--- src/hdl/ftsd_pkg.sv ---
`timescale 1ns / 1ps
package ftsd_pkg;

  localparam int MAX_CALIB_DEF = 4096;

  localparam int IN_DATA_W   = 48;
  localparam int IN_USER_W   = 8;
  localparam int OUT_DATA_W  = 56;
  localparam int OUT_USER_W  = 4;
  localparam int AXIS_W      = 18;
  localparam int OFFSET_W    = 17;
  localparam int KIND_W      = 3;
  localparam int ID_W        = 8;
  localparam int CFG_DATA_W  = 13;
  localparam int CFG_INDEX_W = 1;
  localparam int NUM_AXES    = 3;

  localparam logic [CFG_INDEX_W-1:0] CFG_BASE_ID       = 1'd0;
  localparam logic [CFG_INDEX_W-1:0] CFG_CALIB_SAMPLES = 1'd1;

  localparam logic [CFG_DATA_W-1:0] CALIB_SAMPLES_RST = 13'd1024;

  localparam logic [KIND_W-1:0] KIND_FORCE   = 3'd0;
  localparam logic [KIND_W-1:0] KIND_MOMENT  = 3'd1;
  localparam logic [KIND_W-1:0] KIND_LIN_ACC = 3'd2;
  localparam logic [KIND_W-1:0] KIND_ANG_ACC = 3'd3;
  localparam logic [KIND_W-1:0] KIND_NONE    = 3'd4;

  localparam logic signed [AXIS_W-1:0] FORCE_BIAS  = 18'sd30000;
  localparam logic signed [AXIS_W-1:0] MOMENT_BIAS = 18'sd25000;
  localparam logic signed [AXIS_W-1:0] ACC_BIAS    = 18'sd65535;

  typedef struct packed {
    logic              take;
    logic [KIND_W-1:0] kind;
    logic              corr;
    logic              accum;
    logic              div_start;
  } lane_ctl_t;

endpackage

--- src/hdl/ftsd_div.sv ---
`timescale 1ns / 1ps
module ftsd_div #(
  parameter int DW = 30,
  parameter int VW = 13
) (
  input  logic                 clk,
  input  logic                 rst,
  input  logic                 start,
  input  logic signed [DW-1:0] dividend,
  input  logic [VW-1:0]        divisor,
  output logic                 done,
  output logic signed [DW-1:0] quotient
);

  localparam int STEP_W = $clog2(DW + 1);

  logic              busy;
  logic              neg;
  logic [STEP_W-1:0] step;
  logic [VW-1:0]     rem;
  logic [DW-1:0]     quo;
  logic [VW-1:0]     dvsr;
  logic [VW:0]       trial;
  logic              fits;

  assign trial = {rem, quo[DW-1]};
  assign fits  = trial >= {1'b0, dvsr};
  assign quotient = neg ? -$signed(quo) : $signed(quo);

  always_ff @(posedge clk) begin
    if (rst) begin
      busy <= 1'b0;
      done <= 1'b0;
      step <= '0;
    end else begin
      done <= 1'b0;
      if (start) begin
        busy <= 1'b1;
        step <= '0;
      end else if (busy) begin
        step <= step + 1'b1;
        if (step == STEP_W'(DW - 1)) begin
          busy <= 1'b0;
          done <= 1'b1;
        end
      end
    end
  end

  always_ff @(posedge clk) begin
    if (start) begin
      neg  <= dividend[DW-1];
      quo  <= dividend[DW-1] ? DW'(-dividend) : DW'(dividend);
      rem  <= '0;
      dvsr <= divisor;
    end else if (busy) begin
      rem <= fits ? VW'(trial - {1'b0, dvsr}) : trial[VW-1:0];
      quo <= {quo[DW-2:0], fits};
    end
  end

endmodule

--- src/hdl/ftsd_lane.sv ---
`timescale 1ns / 1ps
module ftsd_lane #(
  parameter int MAX_CALIB = ftsd_pkg::MAX_CALIB_DEF
) (
  input  logic                                  clk,
  input  logic                                  rst,
  input  ftsd_pkg::lane_ctl_t                   ctl,
  input  logic [7:0]                            word_hi,
  input  logic [7:0]                            word_lo,
  input  logic [$clog2(MAX_CALIB+1)-1:0]        count,
  output logic signed [ftsd_pkg::AXIS_W-1:0]    axis,
  output logic                                  div_done
);
  import ftsd_pkg::*;

  localparam int CW = $clog2(MAX_CALIB + 1);
  localparam int SW = CW + OFFSET_W;

  logic signed [15:0]         raw;
  logic signed [AXIS_W-1:0]   raw_ext;
  logic signed [AXIS_W-1:0]   force_val;
  logic signed [AXIS_W-1:0]   moment_val;
  logic signed [AXIS_W-1:0]   acc_val;
  logic signed [AXIS_W-1:0]   force_corr;
  logic signed [AXIS_W-1:0]   moment_corr;
  logic signed [AXIS_W-1:0]   latched_force;
  logic signed [AXIS_W-1:0]   latched_moment;
  logic signed [SW-1:0]       force_sum;
  logic signed [SW-1:0]       moment_sum;
  logic signed [OFFSET_W-1:0] force_offset;
  logic signed [OFFSET_W-1:0] moment_offset;
  logic signed [SW-1:0]       force_quo;
  logic signed [SW-1:0]       moment_quo;
  logic                       force_done;
  logic                       moment_done;

  assign raw         = $signed({word_hi, word_lo});
  assign raw_ext     = {{(AXIS_W-16){raw[15]}}, raw};
  assign force_corr  = ctl.corr ? {force_offset[OFFSET_W-1], force_offset} : '0;
  assign moment_corr = ctl.corr ? {moment_offset[OFFSET_W-1], moment_offset} : '0;
  assign force_val   = raw_ext - FORCE_BIAS - force_corr;
  assign moment_val  = raw_ext - MOMENT_BIAS - moment_corr;
  assign acc_val     = {raw[15], raw, 1'b0} - ACC_BIAS;
  assign div_done    = force_done & moment_done;

  always_comb begin
    case (ctl.kind)
      KIND_FORCE:   axis = force_val;
      KIND_MOMENT:  axis = moment_val;
      KIND_LIN_ACC: axis = acc_val;
      default:      axis = '0;
    endcase
  end

  always_ff @(posedge clk) begin
    if (rst) begin
      latched_force  <= '0;
      latched_moment <= '0;
      force_sum      <= '0;
      moment_sum     <= '0;
      force_offset   <= '0;
      moment_offset  <= '0;
    end else begin
      if (ctl.take && ctl.kind == KIND_FORCE) begin
        latched_force <= force_val;
      end
      if (ctl.take && ctl.kind == KIND_MOMENT) begin
        latched_moment <= moment_val;
      end
      // latched values already hold this item's update
      if (ctl.accum) begin
        force_sum  <= force_sum + {{(SW-AXIS_W){latched_force[AXIS_W-1]}}, latched_force};
        moment_sum <= moment_sum + {{(SW-AXIS_W){latched_moment[AXIS_W-1]}}, latched_moment};
      end
      if (div_done) begin
        force_offset  <= force_quo[OFFSET_W-1:0];
        moment_offset <= moment_quo[OFFSET_W-1:0];
      end
    end
  end

  ftsd_div #(
    .DW (SW),
    .VW (CW)
  ) u_force_div (
    .clk      (clk),
    .rst      (rst),
    .start    (ctl.div_start),
    .dividend (force_sum),
    .divisor  (count),
    .done     (force_done),
    .quotient (force_quo)
  );

  ftsd_div #(
    .DW (SW),
    .VW (CW)
  ) u_moment_div (
    .clk      (clk),
    .rst      (rst),
    .start    (ctl.div_start),
    .dividend (moment_sum),
    .divisor  (count),
    .done     (moment_done),
    .quotient (moment_quo)
  );

endmodule

--- src/hdl/ft_sensor_frame_decoder_with_tare.sv ---
`timescale 1ns / 1ps
// the output register holds the result valid in the cycle after input accept
// throughput: one item per cycle while the output is free; the frame that forms the offsets blocks input
// through the load state and the division (one quotient bit per cycle) until both dividers in every lane are done
// three axis lanes scale in parallel, each with a force and a moment divider
// rst (synchronous) clears latched values, sums, offsets, count and calibrated flag
module ft_sensor_frame_decoder_with_tare #(
  parameter int MAX_CALIB_SAMPLES = ftsd_pkg::MAX_CALIB_DEF
) (
  input  logic                                clk,
  input  logic                                rst,
  input  logic                                cfg_we,
  input  logic [ftsd_pkg::CFG_INDEX_W-1:0]    cfg_index,
  input  logic [ftsd_pkg::CFG_DATA_W-1:0]     cfg_data,
  input  logic                                s_tvalid,
  output logic                                s_tready,
  // x_high, x_low, y_high, y_low, z_high, z_low
  input  logic [ftsd_pkg::IN_DATA_W-1:0]      s_tdata,
  // frame tag byte
  input  logic [ftsd_pkg::IN_USER_W-1:0]      s_tuser,
  output logic                                m_tvalid,
  input  logic                                m_tready,
  // axis_x, axis_y, axis_z, zero pad
  output logic [ftsd_pkg::OUT_DATA_W-1:0]     m_tdata,
  // frame_kind, calibrated
  output logic [ftsd_pkg::OUT_USER_W-1:0]     m_tuser
);
  import ftsd_pkg::*;

  localparam int CW = $clog2(MAX_CALIB_SAMPLES + 1);

  localparam logic [1:0] ST_RUN  = 2'd0;
  localparam logic [1:0] ST_LOAD = 2'd1;
  localparam logic [1:0] ST_DIV  = 2'd2;

  logic [1:0]              state;
  logic [ID_W-1:0]         base_id;
  logic [CFG_DATA_W-1:0]   calib_samples;
  logic [CW-1:0]           tare_count;
  logic [CW-1:0]           eff_samples;
  logic                    offsets_ready;
  logic                    accum;
  logic                    accept;
  logic                    out_free;
  logic [KIND_W-1:0]       kind;
  lane_ctl_t               ctl;
  logic signed [AXIS_W-1:0] axis [NUM_AXES];
  logic [NUM_AXES-1:0]     lane_done;

  assign out_free = !m_tvalid || m_tready;
  assign s_tready = (state == ST_RUN) && out_free;
  assign accept   = s_tvalid && s_tready;

  always_comb begin
    if (calib_samples == '0) begin
      eff_samples = CW'(1);
    end else if (32'(calib_samples) > 32'(MAX_CALIB_SAMPLES)) begin
      eff_samples = CW'(MAX_CALIB_SAMPLES);
    end else begin
      eff_samples = CW'(calib_samples);
    end
  end

  // ids above the last byte value never match
  always_comb begin
    if ({1'b0, s_tuser} == {1'b0, base_id}) begin
      kind = KIND_FORCE;
    end else if ({1'b0, s_tuser} == {1'b0, base_id} + 9'd1) begin
      kind = KIND_MOMENT;
    end else if ({1'b0, s_tuser} == {1'b0, base_id} + 9'd2) begin
      kind = KIND_LIN_ACC;
    end else if ({1'b0, s_tuser} == {1'b0, base_id} + 9'd3) begin
      kind = KIND_ANG_ACC;
    end else begin
      kind = KIND_NONE;
    end
  end

  assign ctl.take      = accept;
  assign ctl.kind      = kind;
  assign ctl.corr      = offsets_ready;
  assign ctl.accum     = accum;
  assign ctl.div_start = (state == ST_LOAD);

  for (genvar i = 0; i < NUM_AXES; i++) begin : g_lane
    ftsd_lane #(
      .MAX_CALIB (MAX_CALIB_SAMPLES)
    ) u_lane (
      .clk      (clk),
      .rst      (rst),
      .ctl      (ctl),
      .word_hi  (s_tdata[16*i +: 8]),
      .word_lo  (s_tdata[16*i+8 +: 8]),
      .count    (tare_count),
      .axis     (axis[i]),
      .div_done (lane_done[i])
    );
  end

  always_ff @(posedge clk) begin
    if (rst) begin
      state         <= ST_RUN;
      base_id       <= '0;
      calib_samples <= CALIB_SAMPLES_RST;
      tare_count    <= '0;
      offsets_ready <= 1'b0;
      accum         <= 1'b0;
      m_tvalid      <= 1'b0;
    end else begin
      if (cfg_we) begin
        case (cfg_index)
          CFG_BASE_ID:       base_id <= cfg_data[ID_W-1:0];
          CFG_CALIB_SAMPLES: calib_samples <= cfg_data;
          default: ;
        endcase
      end
      accum <= 1'b0;
      if (m_tvalid && m_tready) begin
        m_tvalid <= 1'b0;
      end
      if (accept) begin
        m_tvalid <= 1'b1;
      end
      case (state)
        ST_RUN: begin
          if (accept && !offsets_ready) begin
            if (tare_count < eff_samples) begin
              tare_count <= tare_count + 1'b1;
              accum      <= 1'b1;
            end else begin
              state <= ST_LOAD;
            end
          end
        end
        ST_LOAD: begin
          state <= ST_DIV;
        end
        ST_DIV: begin
          if (&lane_done) begin
            offsets_ready <= 1'b1;
            state         <= ST_RUN;
          end
        end
        default: begin
          state <= ST_RUN;
        end
      endcase
    end
  end

  always_ff @(posedge clk) begin
    if (accept) begin
      m_tdata <= {{(OUT_DATA_W - NUM_AXES*AXIS_W){1'b0}}, axis[2], axis[1], axis[0]};
      m_tuser <= {offsets_ready, kind};
    end
  end

endmodule

--- config.mk ---
export PLATFORM = sky130hd
export DESIGN_NAME = ft_sensor_frame_decoder_with_tare
export DESIGN_NICKNAME = d
export VERILOG_FILES = /design/src/hdl/ftsd_pkg.sv /design/src/hdl/ftsd_div.sv /design/src/hdl/ftsd_lane.sv /design/src/hdl/ft_sensor_frame_decoder_with_tare.sv
export SDC_FILE = /design/constraint.sdc
export NUM_CORES = 2
export LEC_CHECK = 0
export BUFFER_PORTS_ARGS = -buffer_cell sky130_fd_sc_hd__buf_2
export CAP_MARGIN = 30
export CORE_AREA = 3 3 455 367
export DETAILED_ROUTE_END_ITERATION = 7
export DIE_AREA = 0 0 458 370
export PLACE_DENSITY = 0.51
export SLEW_MARGIN = 20
export SYNTH_ARGS = -nofsm -noshare
export SYNTH_HDL_FRONTEND = slang
export SYNTH_HIERARCHICAL = 1
export SYNTH_SLANG_ARGS = --single-unit
--- constraint.sdc ---
create_clock -name clk -period 8.7 [get_ports clk]
set_input_delay 1.74 -clock clk [delete_from_list [all_inputs] [get_ports clk]]
set_output_delay 1.74 -clock clk [all_outputs]
set_load 0.1 [all_outputs]
### Word level (Yosys, flattened, before mapping)

Cells that the tools add are included.

| operators by class | value |
|---|---|
| add/sub/neg operators | 49 |
| order comparisons | 8 |
| eq/ne operators | 17 |
| muxes and demuxes | 76 |
| bitwise logic cells | 12 |
| reduce and logical (&&, ||, !) cells | 33 |

Operator list:

| kind | count |
|---|---|
| $mux 30 | 18 |
| $add 30x30->30 | 6 |
| $neg 30->30 | 6 |
| $pmux 18 s3 | 3 |
| $mux 18 | 6 |
| $sub 18x18->18 | 6 |
| $mux 13 | 8 |
| $mux 17 | 6 |
| $neg 17->17 | 6 |
| $sub 16x16->17 const B | 6 |
| $ge 14x13->1 | 6 |
| $sub 13x13->13 | 6 |
| $sub 17x17->18 const B | 3 |
| $add 5x1->5 const B | 6 |
| $eq 5x5->1 const B | 6 |
| $eq 8x9->1 | 3 |
| $mux 1 | 27 |
| $reduce_or 3->1 | 7 |
| $add 8x2->9 const B | 2 |
| $reduce_bool 2->1 | 7 |
| $add 13x1->13 const B | 1 |
| $gt 13x13->1 const B | 1 |
| $logic_not 13->1 | 1 |
| $lt 13x13->1 | 1 |
| other kinds (22) | 47 |

| storage, ports and cells | value |
|---|---|
| register bits after elaboration | 806 |
| input bits | 75 |
| output and inout bits | 62 |
| logic and storage cells | 259 |

### Longest topological paths before layout

| depth | value |
|---|---|
| depth after elaboration | 8 |
| mapped depth | 16 |

### Cells and area by module

The synthesis kept the hierarchy.

Modules (own cells, without submodules):

| module | times used | cells each | area an instance (sq um) |
|---|---|---|---|
| ftsd_lane at g_lane[0].u_lane ... | 2 | 1331 | 10289.9 |
| ftsd_lane at g_lane[2].u_lane | 1 | 1278 | 9999.6 |
| ftsd_div at g_lane[0].u_lane.u_moment_div ... | 2 | 484 | 4484.3 |
| ftsd_div at g_lane[2].u_lane.u_force_div ... | 2 | 483 | 4461.8 |
| ftsd_div at g_lane[0].u_lane.u_force_div | 1 | 484 | 4486.8 |
| ftsd_div at g_lane[1].u_lane.u_moment_div | 1 | 501 | 4479.3 |
| ft_sensor_frame_decoder_with_tare | 1 | 374 | 4226.6 |

### Worst setup path before layout

Ideal clock, no wire load.

| timing | value |
|---|---|
| path kind | register to register |
| from | register state[0] |
| to | register g_lane[1].u_lane.u_moment_div.quo[0], enable pin |
| library setup time | 388 ps |
| data arrival time | 5875 ps |
| path slack | 2437 ps |
| stages on the path, launching flop included | 4 |
| cells stage by stage | dfxtp_1 -> nor2b_1 -> inv_1 -> nand2_1 |

RTL lines:

| item | line | source |
|---|---|---|
| from (decl) | ft_sensor_frame_decoder_with_tare.sv:36 | `logic [1:0] state;` |
| from (signal assigned) | ft_sensor_frame_decoder_with_tare.sv:102 | `state <= ST_RUN;` |
| from (signal assigned) | ft_sensor_frame_decoder_with_tare.sv:131 | `state <= ST_LOAD;` |
| from (signal assigned) | ft_sensor_frame_decoder_with_tare.sv:136 | `state <= ST_DIV;` |
| to (signal assigned) | ftsd_div.sv:53 | `quo <= dividend[DW-1] ? DW'(-dividend) : DW'(dividend);` |
| to (signal assigned) | ftsd_div.sv:58 | `quo <= {quo[DW-2:0], fits};` |
| to (decl) | ftsd_div.sv:21 | `logic [DW-1:0] quo;` |

==> results.md <==
| Stage | Metric | Reported |
|---|---|---|
| sta | RSZ-0062 raised after global routing | no |
| routing | Antenna violation net count after detailed routing | 0 |
| sta | Setup TNS Final | 0 ns |
| die | Die height | 370 µm |
| cts | Htree depth | 3 |
| die | Initial Util | 0.3695 |
| routing | Vias post-DR | 49550 |
| placement | Weighted congestion reported at the end of routability-driven placement | 0.8662 |
| die | Number of placement rows | 132 |
| worst setup path | Number of cells on the worst reg-to-reg path | 14 |
| routing | Detailed Route Iter0 Violations | 3540 |
| global route | First-pass GRT wire length | 265200 µm |
| yosys | Number of instances in the synthesized netlist | 6980 |
| sta | Worst Max-Slew Pin Slew | 1.070 ns |
| final layout | Number of filler instances in the final layout | 16400 |
| final layout | Syn-to-layout area delta | 10.41% |
| final layout | Post-route core utilization | 0.4079 |
| cts | Count of clock tree sinks | 871 |
| cts | TritonCTS clock tree | built |
| routing | Overall routed net length | 168200 µm |
| worst setup path | Cell-by-cell trace of the critical path | buf_2 > xor2_1 > nand2_1 > or4b_1 > o21ai_0 > nand4_1 > nand2_4 > buf_4 > inv_1 > or3_1 > nand2_1 > o21ai_0 > and2_1 |
| final layout | Post-route cell area | 66160 µm² |
| placement | Dpl ws | 2.539 ns |
| placement | Post-detailed-placement half-perimeter wirelength | 120700 µm |
| sta | Final count of hold timing violations | 0 |
| sta | Share of the cycle needed by the critical path after routing | 0.6163 |
| cts | Number of instances resized during post-cts repair | 0 |
| final layout | Fraction of layout instances using a drive strength above 1 | 0.08499 |
| sta | Max-slew headroom at the worst pin | 0.2870 |
| placement | Number of input and output port buffers inserted | 134 |
| cts | Number of clock buffers inserted by TritonCTS | 101 |
| sta | Post-route worst setup slack | 3.338 ns |
| cts | Post CTS Setup Buffer Count | 0 |
| die | Core area | 162200 µm² |
| cts | Reg clk slew, reported paths | 0.06 ns |
| power | VDD IR-drop max | 0.0001598 V |
| sta | Final number of setup-violating endpoints | 0 |
| worst setup path | Worst endpoint data arrival time | 5.97 ns |
| yosys | Warnings from Yosys | 6 |
| global route | Via count of the first global-routing pass | 46350 |
| worst setup path | Critical path capture point type | flip-flop |
| final layout | Net total in the final layout | 7556 |
| sta | Count of pins over their slew limit | 0 |
| worst setup path | Largest incremental delay on the critical path | 0.73 ns |
| worst setup path | Largest fanout on the critical path | 41 |
| worst setup path | Required time at the endpoint of the critical path | 9.31 ns |
| worst hold path | Path category of the worst min-delay check | flip-flop to flip-flop |
| global route | GRT Total Usage | 0.1926 |
| yosys | Mean instance size in the synthesized netlist | 8.585 µm² |
| sta | Setup clock skew after layout | 0.04251 ns |
| global route | Aggregate global routing overflow | 0 |
| cts | Hold-fix buffer count after cts | 0 |
| die | Number of placed I/O pins | 137 |
| power | Reported leakage power | 0.02664 µW |
| global route | Number of antenna violations at the first check in global routing | 9 |
| die | Die ar. | 169500 µm² |
| die | Die W | 458 µm |
| cts | Worst skew pair latency | 0.73 ns |
| status | Outcome | finished, final reports clean |
| worst setup path | Element type at the critical path start | primary input |
| placement | Area post-placement | 62510 µm² |
| sta | Period minus WS final | 5.362 ns |
| routing | Count of unresolved DRC violations after routing | 0 |
| run | Number of maximum-capacitance violations | 0 |
| sta | Fmax | 186.5 MHz |
| worst setup path | Category of the critical setup timing path | primary input to flip-flop |
| routing | Via density per instance | 5.382 |
| global route | Largest net degree at the start of global routing | 184 |
| cts | CTS root buf | clkbuf_16 |
| routing | First-pass iteration count of the detailed router | 5 |
| cts | Number of buffers on the longest clock path | 3 |
| yosys | Summed instance area of the synthesized netlist | 59920 µm² |
| worst setup path | Worst path slowest cell | or3_1 |
| worst hold path | Depth of the worst hold-timing path | 2 |
| routing | WL per Instance | 18.27 µm |
| power | Areal power density over the cells | 194.2 nW/µm² |
| sta | Smallest hold slack | 0.4508 ns |
## layer usage
layer  part of all wire  vias to the layer above  GRT usage
met5                  0                        -          0
met3              0.050                      164    0.02600
met4              0.022                        0    0.03939
li1                   -                    24950          -
met1               0.52                    23490     0.2939
met2               0.41                      941     0.2865
## final timing paths
path                                                                         end                                           from  slack (ns)
worst max-delay path            g_lane[2].u_lane/latched_moment[10]$_SDFFE_PP0P_                                     s_tuser[4]        3.34
worst min-delay path               g_lane[2].u_lane/force_offset[0]$_SDFFE_PP0P_  g_lane[2].u_lane/force_offset[0]$_SDFFE_PP0P_        0.45
worst max register to register  g_lane[2].u_lane/latched_moment[10]$_SDFFE_PP0P_                        base_id[1]$_SDFFE_PP0P_        3.87
worst min register to register     g_lane[2].u_lane/force_offset[0]$_SDFFE_PP0P_  g_lane[2].u_lane/force_offset[0]$_SDFFE_PP0P_        0.45
## metrics by stage
| stage | power, µW | cells |
|---|---|---|
| finish | 12850 | 9206 |
| global route | 13590 | 9205 |
| floorplan | 7514 | 6981 |
| detailed placement | 8272 | 9007 |
| CTS | 12980 | 9198 |
| global placement | 8236 | 8998 |
## final cells by class
class | instances | area [µm²] | share of cell area
Inverter | 369 | 1385 | 0.02094
Multi-Input combinational cell | 5437 | 36590 | 0.5530
Tap cell | 2144 | 2683 | 0.04055
Antenna cell | 2 | 5.005 | 0.00007565
Clock buffer | 129 | 2884 | 0.04359
Clock inverter | 62 | 694.4 | 0.01050
Sequential cell | 871 | 20670 | 0.3124
Timing Repair Buffer | 192 | 1254 | 0.01895
## power by group
| group | switching (µW) | internal [µW] |
|---|---|---|
| combinational | 2080 | 1390 |
| sequential | 246 | 4520 |
| clock | 1900 | 2720 |
## registers in the layout, indices dropped and copies added, names as in the netlist, 4 cells and up
signal                           count
g_lane.u_lane/force_sum             90
g_lane.u_lane/moment_sum            90
g_lane.u_lane/u_force_div/quo       90
g_lane.u_lane/u_moment_div/quo      90
g_lane.u_lane/latched_force         54
g_lane.u_lane/latched_moment        54
m_tdata                             54
g_lane.u_lane/force_offset          51
g_lane.u_lane/moment_offset         51
g_lane.u_lane/u_force_div/dvsr      39
g_lane.u_lane/u_force_div/rem       39
g_lane.u_lane/u_moment_div/dvsr     39
g_lane.u_lane/u_moment_div/rem      39
g_lane.u_lane/u_force_div/step      15
g_lane.u_lane/u_moment_div/step     15
calib_samples                       13
tare_count                          13
base_id                              8
m_tuser                              4
## worst max-delay path: cells and delay by family
family | cells | cell delay, ns
compound gates | 2 | 0.17
xor+xnor | 1 | 0.37
buf+inv | 3 | 0.84
simple gates | 7 | 2.81
## cells in the final DEF, fill, tap and decap left out, types with 27 or more instances in the layout
master,instances
edfxtp_1,322
or3_1,47
xnor2_1,259
nand3_1,119
o211ai_1,30
xor2_1,277
a21oi_1,699
nor2_1,723
nor3_1,133
o41ai_1,30
nand4_1,74
nor2b_1,62
and3_1,50
buf_4,42
clkbuf_16,110
o21bai_1,39
o21ai_1,27
a31oi_1,51
a211oi_1,129
mux2i_1,175
nor4_1,39
dfxtp_1,546
buf_2,135
o21ai_0,243
a21o_1,137
nand2b_1,75
nand2_1,804
ha_1,491
or2_2,44
o31ai_1,62
and2_1,74
o21a_1,64
inv_1,362
Note: power is estimated with default switching activity, not from simulation.
